===== config.mk =====
export PLATFORM = sky130hd
export DESIGN_NAME = huffman_code_builder_top
export DESIGN_NICKNAME = d
export VERILOG_FILES = /design/src/rtl/hcb_pkg.sv /design/src/rtl/huffman_code_builder_top.sv /design/src/rtl/hcb_ram.sv
export SDC_FILE = /design/constraint.sdc
export NUM_CORES = 2
export LEC_CHECK = 0
export ABC_AREA = 1
export BUFFER_PORTS_ARGS = -buffer_cell sky130_fd_sc_hd__buf_2
export CORE_MARGIN = 2
export CORE_UTILIZATION = 50
export DETAILED_ROUTE_END_ITERATION = 8
export GPL_ROUTABILITY_DRIVEN = 1
export PLACE_DENSITY = 0.8
export SLEW_MARGIN = 20
export SYNTH_ARGS = -nofsm -noshare
export SYNTH_HDL_FRONTEND = slang
export SYNTH_HIERARCHICAL = 1
export SYNTH_SLANG_ARGS = --single-unit

===== constraint.sdc =====
create_clock -name clk -period 3.6 [get_ports clk]
set_input_delay 0.18 -clock clk [delete_from_list [all_inputs] [get_ports clk]]
set_output_delay 0.18 -clock clk [all_outputs]
set_load 0.01 [all_outputs]

===== src/rtl/hcb_pkg.sv =====
// Package for the Huffman code builder: beat structs, field widths and
// parameter defaults. Depends on nothing; used by huffman_code_builder_top.
`default_nettype none

package hcb_pkg;

  // Parameter defaults
  localparam int MAX_SYMBOLS_DEF = 16;
  localparam int WEIGHT_BITS_DEF = 16;

  // Fixed field widths
  localparam int SYM_W      = 8;
  localparam int WEIGHT_W   = 16;
  localparam int CFG_W      = 5;
  localparam int LEN_OUT_W  = 4;
  localparam int CODE_W     = 15;
  localparam int CODE_LIMIT = 15;

  typedef struct packed {
    logic [SYM_W-1:0]    symbol;
    logic [WEIGHT_W-1:0] weight;
  } in_beat_t;

  typedef struct packed {
    logic [SYM_W-1:0]     out_symbol;
    logic [LEN_OUT_W-1:0] code_length;
    logic [CODE_W-1:0]    code_bits;
    logic                 last;
  } out_beat_t;

endpackage

`default_nettype wire


===== src/rtl/huffman_code_builder_top.sv =====
// Huffman code builder: loads n leaves, builds the tree, emits one code per leaf.
// Flow: loads one leaf per accepted beat, then builds nodes top = n..2n-2, each by a
//   scan of the unparented nodes and a merge, then walks each leaf up to the root to emit
//   its code (one read port). Takes one set of n leaves at a time.
// Reset: synchronous active-low rst_n; symbol_count = 16, load count and parent
//   flags cleared; node RAMs are not cleared (every entry is written before use).
`default_nettype none

module huffman_code_builder_top import hcb_pkg::*; #(
  parameter int MAX_SYMBOLS = MAX_SYMBOLS_DEF,
  parameter int WEIGHT_BITS = WEIGHT_BITS_DEF
) (
  input  wire logic             clk,
  input  wire logic             rst_n,
  input  wire logic             in_valid,
  output logic                  in_ready,
  input  wire in_beat_t         in_data,
  output logic                  out_valid,
  input  wire logic             out_ready,
  output out_beat_t             out_data,
  input  wire logic             cfg_we,
  input  wire logic [CFG_W-1:0] cfg_wdata
);

  localparam int SYM_IDX_W  = $clog2(MAX_SYMBOLS);
  localparam int CNT_W      = $clog2(MAX_SYMBOLS + 1);
  localparam int NODE_COUNT = 2 * MAX_SYMBOLS - 1;
  localparam int NODE_W     = $clog2(NODE_COUNT);
  localparam int NW         = WEIGHT_BITS + SYM_IDX_W;
  localparam int WRAM_W     = SYM_W + NW;
  localparam int PRAM_W     = NODE_W + 1;
  localparam int LEN_W      = (SYM_IDX_W > LEN_OUT_W) ? SYM_IDX_W : LEN_OUT_W;
  localparam logic [NW-1:0] WMASK = NW'((64'd1 << WEIGHT_BITS) - 64'd1);

  typedef enum logic [6:0] {
    S_LOAD    = 7'b0000001,
    S_SCAN    = 7'b0000010,
    S_MRG_A   = 7'b0000100,
    S_MRG_B   = 7'b0001000,
    S_WALK_RD = 7'b0010000,
    S_WALK_UP = 7'b0100000,
    S_EMIT    = 7'b1000000
  } state_t;

  state_t                  state_r, state_nxt;
  logic [CFG_W-1:0]        symbol_count_r, symbol_count_nxt;
  logic [CNT_W-1:0]        load_cnt_r, load_cnt_nxt;
  logic [NODE_COUNT-1:0]   has_par_r, has_par_nxt;
  logic [NODE_W-1:0]       top_r, top_nxt;
  logic [NODE_W-1:0]       scan_addr_r, scan_addr_nxt;
  logic                    q_vld_r, q_vld_nxt;
  logic [NODE_W-1:0]       q_idx_r, q_idx_nxt;
  logic                    a_vld_r, a_vld_nxt;
  logic [NODE_W-1:0]       a_idx_r, a_idx_nxt;
  logic [NW-1:0]           a_w_r, a_w_nxt;
  logic                    b_vld_r, b_vld_nxt;
  logic [NODE_W-1:0]       b_idx_r, b_idx_nxt;
  logic [NW-1:0]           b_w_r, b_w_nxt;
  logic [SYM_IDX_W-1:0]    walk_i_r, walk_i_nxt;
  logic [NODE_W-1:0]       cur_r, cur_nxt;
  logic [LEN_W-1:0]        len_r, len_nxt;
  logic [CODE_W-1:0]       code_r, code_nxt;
  logic                    out_valid_r, out_valid_nxt;
  out_beat_t               out_data_r, out_data_nxt;

  // RAM ports
  logic                    w_we;
  logic [NODE_W-1:0]       w_waddr, w_raddr;
  logic [WRAM_W-1:0]       w_wdata, w_rdata;
  logic                    p_we;
  logic [NODE_W-1:0]       p_waddr;
  logic [PRAM_W-1:0]       p_wdata, p_rdata;

  // derived values
  logic [CNT_W-1:0]        n_eff;
  logic [CNT_W:0]          two_n;
  logic [NODE_W-1:0]       node_last;
  logic [NW-1:0]           q_w;
  logic [NW-1:0]           in_w;
  logic                    load_done;
  logic                    walk_last;
  logic                    in_acc;

  // weight/symbol store: {symbol, weight} per node, symbol meaningful on leaves
  hcb_ram #(.WIDTH(WRAM_W), .DEPTH(NODE_COUNT)) u_wram (
    .clk     (clk),
    .we      (w_we),
    .wr_addr (w_waddr),
    .wr_data (w_wdata),
    .rd_addr (w_raddr),
    .rd_data (w_rdata)
  );

  // parent store: {is_left, parent index} per node
  hcb_ram #(.WIDTH(PRAM_W), .DEPTH(NODE_COUNT)) u_pram (
    .clk     (clk),
    .we      (p_we),
    .wr_addr (p_waddr),
    .wr_data (p_wdata),
    .rd_addr (cur_r),
    .rd_data (p_rdata)
  );

  // clamp the leaf count to 1..MAX_SYMBOLS
  always_comb begin
    if (symbol_count_r == '0) begin
      n_eff = CNT_W'(1);
    end else if (int'(symbol_count_r) > MAX_SYMBOLS) begin
      n_eff = CNT_W'(MAX_SYMBOLS);
    end else begin
      n_eff = CNT_W'(symbol_count_r);
    end
  end

  assign two_n     = {n_eff, 1'b0};
  assign node_last = NODE_W'(two_n - (CNT_W+1)'(2));
  assign q_w       = w_rdata[NW-1:0];
  assign in_w      = NW'(in_data.weight) & WMASK;
  assign in_ready  = (state_r == S_LOAD);
  assign in_acc    = in_valid && in_ready;
  assign load_done = (CNT_W'(load_cnt_r + CNT_W'(1)) >= n_eff);
  assign walk_last = ((CNT_W'(walk_i_r) + CNT_W'(1)) == n_eff);
  assign out_valid = out_valid_r;
  assign out_data  = out_data_r;

  // weight RAM read address: node scan during merges, leaf symbol during walks
  assign w_raddr = (state_r == S_SCAN) ? scan_addr_r : NODE_W'(walk_i_r);

  // main sequencer
  always_comb begin
    state_nxt        = state_r;
    symbol_count_nxt = symbol_count_r;
    load_cnt_nxt     = load_cnt_r;
    has_par_nxt      = has_par_r;
    top_nxt          = top_r;
    scan_addr_nxt    = scan_addr_r;
    q_vld_nxt        = 1'b0;
    q_idx_nxt        = scan_addr_r;
    a_vld_nxt        = a_vld_r;
    a_idx_nxt        = a_idx_r;
    a_w_nxt          = a_w_r;
    b_vld_nxt        = b_vld_r;
    b_idx_nxt        = b_idx_r;
    b_w_nxt          = b_w_r;
    walk_i_nxt       = walk_i_r;
    cur_nxt          = cur_r;
    len_nxt          = len_r;
    code_nxt         = code_r;
    out_valid_nxt    = out_valid_r;
    out_data_nxt     = out_data_r;
    w_we             = 1'b0;
    w_waddr          = NODE_W'(load_cnt_r);
    w_wdata          = {in_data.symbol, in_w};
    p_we             = 1'b0;
    p_waddr          = a_idx_r;
    p_wdata          = {1'b1, top_r};

    // output register drains independently of the sequencer
    if (out_valid_r && out_ready) begin
      out_valid_nxt = 1'b0;
    end

    case (state_r)
      // store each leaf; on the last one start the build (the walk for a single leaf)
      S_LOAD: begin
        if (in_acc) begin
          w_we = 1'b1;
          if (load_done) begin
            load_cnt_nxt = '0;
            has_par_nxt  = '0;
            walk_i_nxt   = '0;
            cur_nxt      = '0;
            len_nxt      = '0;
            code_nxt     = '0;
            if (n_eff == CNT_W'(1)) begin
              state_nxt = S_WALK_RD;
            end else begin
              top_nxt       = NODE_W'(n_eff);
              scan_addr_nxt = '0;
              a_vld_nxt     = 1'b0;
              b_vld_nxt     = 1'b0;
              state_nxt     = S_SCAN;
            end
          end else begin
            load_cnt_nxt = CNT_W'(load_cnt_r + CNT_W'(1));
          end
        end
      end

      // stream nodes 0..top-1, keep the two lightest unparented ones
      S_SCAN: begin
        if (scan_addr_r < top_r) begin
          q_vld_nxt     = 1'b1;
          scan_addr_nxt = scan_addr_r + NODE_W'(1);
        end
        if (q_vld_r && !has_par_r[q_idx_r]) begin
          if (!a_vld_r || (q_w < a_w_r)) begin
            b_vld_nxt = a_vld_r;
            b_idx_nxt = a_idx_r;
            b_w_nxt   = a_w_r;
            a_vld_nxt = 1'b1;
            a_idx_nxt = q_idx_r;
            a_w_nxt   = q_w;
          end else if (!b_vld_r || (q_w < b_w_r)) begin
            b_vld_nxt = 1'b1;
            b_idx_nxt = q_idx_r;
            b_w_nxt   = q_w;
          end
        end
        if (!(scan_addr_r < top_r) && !q_vld_r) begin
          state_nxt = S_MRG_A;
        end
      end

      // new node weight, left child link
      S_MRG_A: begin
        w_we    = 1'b1;
        w_waddr = top_r;
        w_wdata = {{SYM_W{1'b0}}, NW'(a_w_r + b_w_r)};
        p_we    = 1'b1;
        p_waddr = a_idx_r;
        p_wdata = {1'b1, top_r};
        has_par_nxt[a_idx_r] = 1'b1;
        has_par_nxt[b_idx_r] = 1'b1;
        state_nxt = S_MRG_B;
      end

      // right child link; next merge or start the code walks
      S_MRG_B: begin
        p_we    = 1'b1;
        p_waddr = b_idx_r;
        p_wdata = {1'b0, top_r};
        if (top_r == node_last) begin
          state_nxt = S_WALK_RD;
        end else begin
          top_nxt       = top_r + NODE_W'(1);
          scan_addr_nxt = '0;
          a_vld_nxt     = 1'b0;
          b_vld_nxt     = 1'b0;
          state_nxt     = S_SCAN;
        end
      end

      // climb while the current node has a parent
      S_WALK_RD: begin
        if (has_par_r[cur_r]) begin
          state_nxt = S_WALK_UP;
        end else begin
          state_nxt = S_EMIT;
        end
      end

      // parent entry is back: record the branch bit and move up
      S_WALK_UP: begin
        if (!p_rdata[NODE_W] && (len_r < LEN_W'(CODE_LIMIT))) begin
          code_nxt = code_r | (CODE_W'(1) << len_r[LEN_OUT_W-1:0]);
        end
        len_nxt   = len_r + LEN_W'(1);
        cur_nxt   = p_rdata[NODE_W-1:0];
        state_nxt = S_WALK_RD;
      end

      // hand the code to the output register when it is free
      S_EMIT: begin
        if (!out_valid_r || out_ready) begin
          out_valid_nxt            = 1'b1;
          out_data_nxt.out_symbol  = w_rdata[WRAM_W-1 -: SYM_W];
          out_data_nxt.code_length = len_r[LEN_OUT_W-1:0];
          out_data_nxt.code_bits   = code_r;
          out_data_nxt.last        = walk_last;
          if (walk_last) begin
            state_nxt = S_LOAD;
          end else begin
            walk_i_nxt = walk_i_r + SYM_IDX_W'(1);
            cur_nxt    = NODE_W'(walk_i_r + SYM_IDX_W'(1));
            len_nxt    = '0;
            code_nxt   = '0;
            state_nxt  = S_WALK_RD;
          end
        end
      end

      default: begin
        state_nxt = S_LOAD;
      end
    endcase

    // register write also clears the load count
    if (cfg_we) begin
      symbol_count_nxt = cfg_wdata;
      load_cnt_nxt     = '0;
    end
  end

  // control registers
  always_ff @(posedge clk) begin
    if (!rst_n) begin
      state_r        <= S_LOAD;
      symbol_count_r <= CFG_W'(16);
      load_cnt_r     <= '0;
      has_par_r      <= '0;
      q_vld_r        <= 1'b0;
      a_vld_r        <= 1'b0;
      b_vld_r        <= 1'b0;
      out_valid_r    <= 1'b0;
    end else begin
      state_r        <= state_nxt;
      symbol_count_r <= symbol_count_nxt;
      load_cnt_r     <= load_cnt_nxt;
      has_par_r      <= has_par_nxt;
      q_vld_r        <= q_vld_nxt;
      a_vld_r        <= a_vld_nxt;
      b_vld_r        <= b_vld_nxt;
      out_valid_r    <= out_valid_nxt;
    end
  end

  // datapath registers
  always_ff @(posedge clk) begin
    top_r       <= top_nxt;
    scan_addr_r <= scan_addr_nxt;
    q_idx_r     <= q_idx_nxt;
    a_idx_r     <= a_idx_nxt;
    a_w_r       <= a_w_nxt;
    b_idx_r     <= b_idx_nxt;
    b_w_r       <= b_w_nxt;
    walk_i_r    <= walk_i_nxt;
    cur_r       <= cur_nxt;
    len_r       <= len_nxt;
    code_r      <= code_nxt;
    out_data_r  <= out_data_nxt;
  end

endmodule

`default_nettype wire


===== src/rtl/hcb_ram.sv =====
// Generic single-write, single-read RAM with registered read data.
// No dependencies; instanced for the node stores of the code builder.
`default_nettype none

module hcb_ram #(
  parameter int WIDTH = 8,
  parameter int DEPTH = 16
) (
  input  wire logic                     clk,
  input  wire logic                     we,
  input  wire logic [$clog2(DEPTH)-1:0] wr_addr,
  input  wire logic [WIDTH-1:0]         wr_data,
  input  wire logic [$clog2(DEPTH)-1:0] rd_addr,
  output logic      [WIDTH-1:0]         rd_data
);

  logic [WIDTH-1:0] mem [DEPTH];

  // write port
  always_ff @(posedge clk) begin
    if (we) begin
      mem[wr_addr] <= wr_data;
    end
  end

  // registered read
  always_ff @(posedge clk) begin
    rd_data <= mem[rd_addr];
  end

endmodule

`default_nettype wire

==> results.toml <==
[global_route]
antenna_violations_before_repair = 1
grt_overflow_total = 0
grt_pass1_vias = 36460
wire_length_of_the_first_global_routing_pass_um = 209400
maximum_number_of_pins_on_one_net_before_global_route_repair = 156
global_route.usage.total = 0.2424

[timing]
finalClockSkew_ns = 0.04462
timing.setup.tns_ns = 0
fin_crit_sh = 0.9471
max_freq_mhz = 293.3
timing.final.hold_violations = 0
fin_worst_hold_slack_ns = 0.06465
timing.final.crit_period_ns = 3.409
worst-slew-pin-transition_ns = 1.217
grt_setup_unrepaired = "no"
setup_viol = 0
max-slew-margin-rel = 0.1868
drv_slew = 0
setup_slack_ns = 0.1905

[route]
dr_total_vias = 38510
drt_iter0_drc = 5519
route.detailed.vias_per_inst = 5.899
dr.pass1.iters = 7
drc = 0
drt.antenna.violating_nets = 0
routed_wire_per_std_cell_um = 21.16
detail_route.wirelength_um = 138100

[place]
place.detailed.hpwl_um = 79580
placedInstanceArea_sq_mm = 0.05639
dpl_worst_slack_ns = 0.3663
placed_cells_incl_taps = 6291
routabilityCongestion = 0.9275
port_buffers = 63

[die]
initial_cell_density_of_the_core = 0.5054
die-width_um = 333.2
core_region_area_sq_mm = 0.1072
design.portCount = 64
die-area_sq_mm = 0.1110
fp-row-count = 120
die-height_um = 333.2

[pwr]
sequentialPowerShare = 0.395
switching_share = 0.3750
power.density_mw_per_mm2 = 755.0
power.share.clock = 0.268
fin_total_pwr_mw = 45.67
power.switching_mw = 17.13
peakVddDrop_mv = 0.6103
p_leak_nw = 22.76
relative_contribution_of_combinational_cells_to_total_power = 0.336
p_int_mw = 28.54

[logic_synthesis]
synth_fa_ha_area_frac = 0.01838
synthCells = 4940
synth_flop_cell = "sky130_fd_sc_hd__edfxtp_1"
yosysSeqAreaShare = 0.6821
synthesis.nets = 5053
synth_enable_flop_cells = 1170
synth-simple-area-share = 0.2244
synth-compound-area-share = 0.02951
synthesis.yosys.warnings = 6
synth_area_sq_mm = 0.05418
synthArstFlopShare = 0
synth.lib_cells_used.distinct = 59
post_synth_xor_area_fraction = 0.004365
synthesis.area_per_instance_sq_um = 10.97
synth_seq_cells = 1261
synth.mux.area_fraction = 0
synth_top_family_by_area = "simple AND/OR/NAND/NOR gates"

[clock_tree]
clock_tree.htree_level_count = 3
cts.root.buffer_cell = "sky130_fd_sc_hd__clkbuf_16"
tritoncts_clock_tree = "done"
cts.sinks = 1261
ctsLongestPathBuffers = 3
clkLatencyLatePin_ns = 0.72
clock_pin_slew_reported_for_the_worst_setup_and_hold_paths_after_clock_tree_synthesis_ns = 0.06
cts_made_buffers = 117
postCtsSetupBuffers = 0

[finish]
nNetsFinal = 5136
layout.core_utilization = 0.5643
num-fill-cells = 8300
syn_to_final_growth_pct = 11.66
ff_latch_area_sq_mm = 0.03696
fraction_of_final_layout_cells_sized_beyond_drive_strength_1 = 0.09776
post_layout_nonfiller_instances = 6528
multi_input_area_sq_mm = 0.01539
antenna_cells = 0
layout.cell_area.non_filler_sq_mm = 0.06049

[critical_path]
required_ns = 4.00
worstSetupPathType = "flip-flop to flip-flop"
cp-start-kind = "flip-flop"
endpoint_kind = "flip-flop"
timing.critical_path.fanout_max = 24
cp_data_arrival_time_ns = 3.81

[hold_path]
timing.hold.worst.class = "primary input to flip-flop"

[flow_run]
max_cap_violations = 0

[run_status]
status = "completed"
[worst paths after layout]
kind / cells past startpoint / endpoint / slack, ns / start
setup / recovery: 13 / u_wram/mem[1][8] / 0.19 / state_r[4]
hold / removal: 4 / u_wram/mem[10][22] / 0.06 / in_data[18]
setup reg to reg: 13 / u_wram/mem[1][8] / 0.19 / state_r[4]
hold reg to reg: 0 / out_data[20] / 0.41 / u_wram/rd_data[20]
[critical path, cell delays in order, from the launching register on]
cell and delay, ns:
sky130_fd_sc_hd__dfxtp_1 0.33, sky130_fd_sc_hd__nor2_1 0.13, sky130_fd_sc_hd__nand2_2 0.10, sky130_fd_sc_hd__inv_2 0.12, sky130_fd_sc_hd__nand4_1 0.15, sky130_fd_sc_hd__buf_4 0.23, sky130_fd_sc_hd__nand2_1 0.08, sky130_fd_sc_hd__o21ai_0 0.12
sky130_fd_sc_hd__buf_4 0.19, sky130_fd_sc_hd__inv_1 0.14, sky130_fd_sc_hd__nand3_1 0.12, sky130_fd_sc_hd__buf_4 0.19, sky130_fd_sc_hd__nor2_4 0.91, sky130_fd_sc_hd__buf_4 0.31
[cell type report]
class                      instances  area share
clock buffer                     173     0.05545
clock inverter                    48    0.007860
inverter                         184     0.01191
multi-input combinational       3240      0.2543
sequential                      1261      0.6109
tap                             1403     0.02902
timing repair buffer             219     0.03053
[placed cells by master (no fill, tap or decap), types with 13 or more instances in the layout]
master / Yosys / final
sky130_fd_sc_hd__nand2_2: 12 / 13
sky130_fd_sc_hd__clkbuf_16: 0 / 122
sky130_fd_sc_hd__a21oi_1: 101 / 98
sky130_fd_sc_hd__nor2_4: 5 / 39
sky130_fd_sc_hd__clkbuf_1: 31 / 40
sky130_fd_sc_hd__buf_2: 133 / 63
sky130_fd_sc_hd__ha_1: 78 / 78
sky130_fd_sc_hd__clkinv_2: 0 / 19
sky130_fd_sc_hd__buf_12: 0 / 20
sky130_fd_sc_hd__edfxtp_1: 1170 / 1170
sky130_fd_sc_hd__a221oi_1: 18 / 18
sky130_fd_sc_hd__buf_4: 54 / 120
sky130_fd_sc_hd__o21ai_0: 87 / 76
sky130_fd_sc_hd__inv_2: 13 / 14
sky130_fd_sc_hd__nand3_1: 902 / 902
sky130_fd_sc_hd__nor3_1: 48 / 48
sky130_fd_sc_hd__inv_1: 167 / 165
sky130_fd_sc_hd__xor2_1: 15 / 15
sky130_fd_sc_hd__dfxtp_1: 91 / 91
sky130_fd_sc_hd__nor2_1: 222 / 185
sky130_fd_sc_hd__nand2_1: 1646 / 1643
[sequential cells by signal, indices dropped and copies added (netlist names), 6 cells and up]
register / cells
a_w_r: 20
b_w_r: 20
code_r: 15
has_par_r: 31
out_data: 28
state_r: 7
u_pram/mem: 186
u_pram/rd_data: 6
u_wram/mem: 868
u_wram/rd_data: 28
[layer usage]
layer,vias to the layer above,GRT usage,part of all wire
met3,361,0.04291,0.12
met2,2556,0.3883,0.47
met1,18280,0.3298,0.37
met4,0,0.09704,0.036
li1,17320,-,-
met5,-,0,0
[kinds of logic (layout without fill, tap and decap cells)]
group,Yosys count,count (layout)
simple gates,2865,2865
buf+inv,439,624
flops,1261,1261
fa+ha+maj,79,79
xor+xnor,27,27
compound gates,269,269
[synth_stat cells, types with 4 or more instances]
library cell / n / area (sq um)
sky130_fd_sc_hd__buf_4: 54 / 405.4
sky130_fd_sc_hd__xnor2_1: 12 / 105.1
sky130_fd_sc_hd__a21oi_2: 8 / 70.07
sky130_fd_sc_hd__buf_6: 26 / 292.8
sky130_fd_sc_hd__a22o_1: 8 / 70.07
sky130_fd_sc_hd__o21ai_1: 10 / 50.05
sky130_fd_sc_hd__o21a_1: 5 / 37.54
sky130_fd_sc_hd__nand4_1: 7 / 43.79
sky130_fd_sc_hd__buf_1: 9 / 33.78
sky130_fd_sc_hd__nor2_1: 222 / 833.3
sky130_fd_sc_hd__o211ai_1: 7 / 52.55
sky130_fd_sc_hd__clkbuf_1: 31 / 116.4
sky130_fd_sc_hd__nand2_2: 12 / 75.07
sky130_fd_sc_hd__xor2_1: 15 / 131.4
sky130_fd_sc_hd__buf_2: 133 / 665.6
sky130_fd_sc_hd__ha_1: 78 / 975.9
sky130_fd_sc_hd__o21ai_0: 87 / 435.4
sky130_fd_sc_hd__dfxtp_1: 91 / 1822
sky130_fd_sc_hd__nor3_1: 48 / 240.2
sky130_fd_sc_hd__inv_2: 13 / 48.80
sky130_fd_sc_hd__nor2_4: 5 / 56.30
sky130_fd_sc_hd__edfxtp_1: 1170 / 35130
sky130_fd_sc_hd__inv_1: 167 / 626.9
sky130_fd_sc_hd__a221oi_1: 18 / 157.7
sky130_fd_sc_hd__nand2_1: 1646 / 6178
sky130_fd_sc_hd__nor2_2: 5 / 31.28
sky130_fd_sc_hd__a21oi_1: 101 / 505.5
sky130_fd_sc_hd__a21o_1: 4 / 30.03
sky130_fd_sc_hd__nand3_1: 902 / 4514
[power by group through the flow]
stage | clock network, mW | registers, mW | logic [mW]
CTS | 12.3 | 18.0 | 15.0
global placement | 0 | 18.3 | 14.3
floorplan | 0 | 18.1 | 10.6
finish | 12.3 | 18.1 | 15.4
detailed placement | 0 | 18.3 | 14.8
global route | 12.9 | 18.1 | 16.7
[repair_timing]
| item | 4_1_cts | 5_1_grt |
|---|---|---|
| gates resized for setup | 0 | 0 |
| hold buffers | 12 | 0 |
| endpoints found under the hold margin | 15 | 0 |
Power figures use the tool's default switching activity.
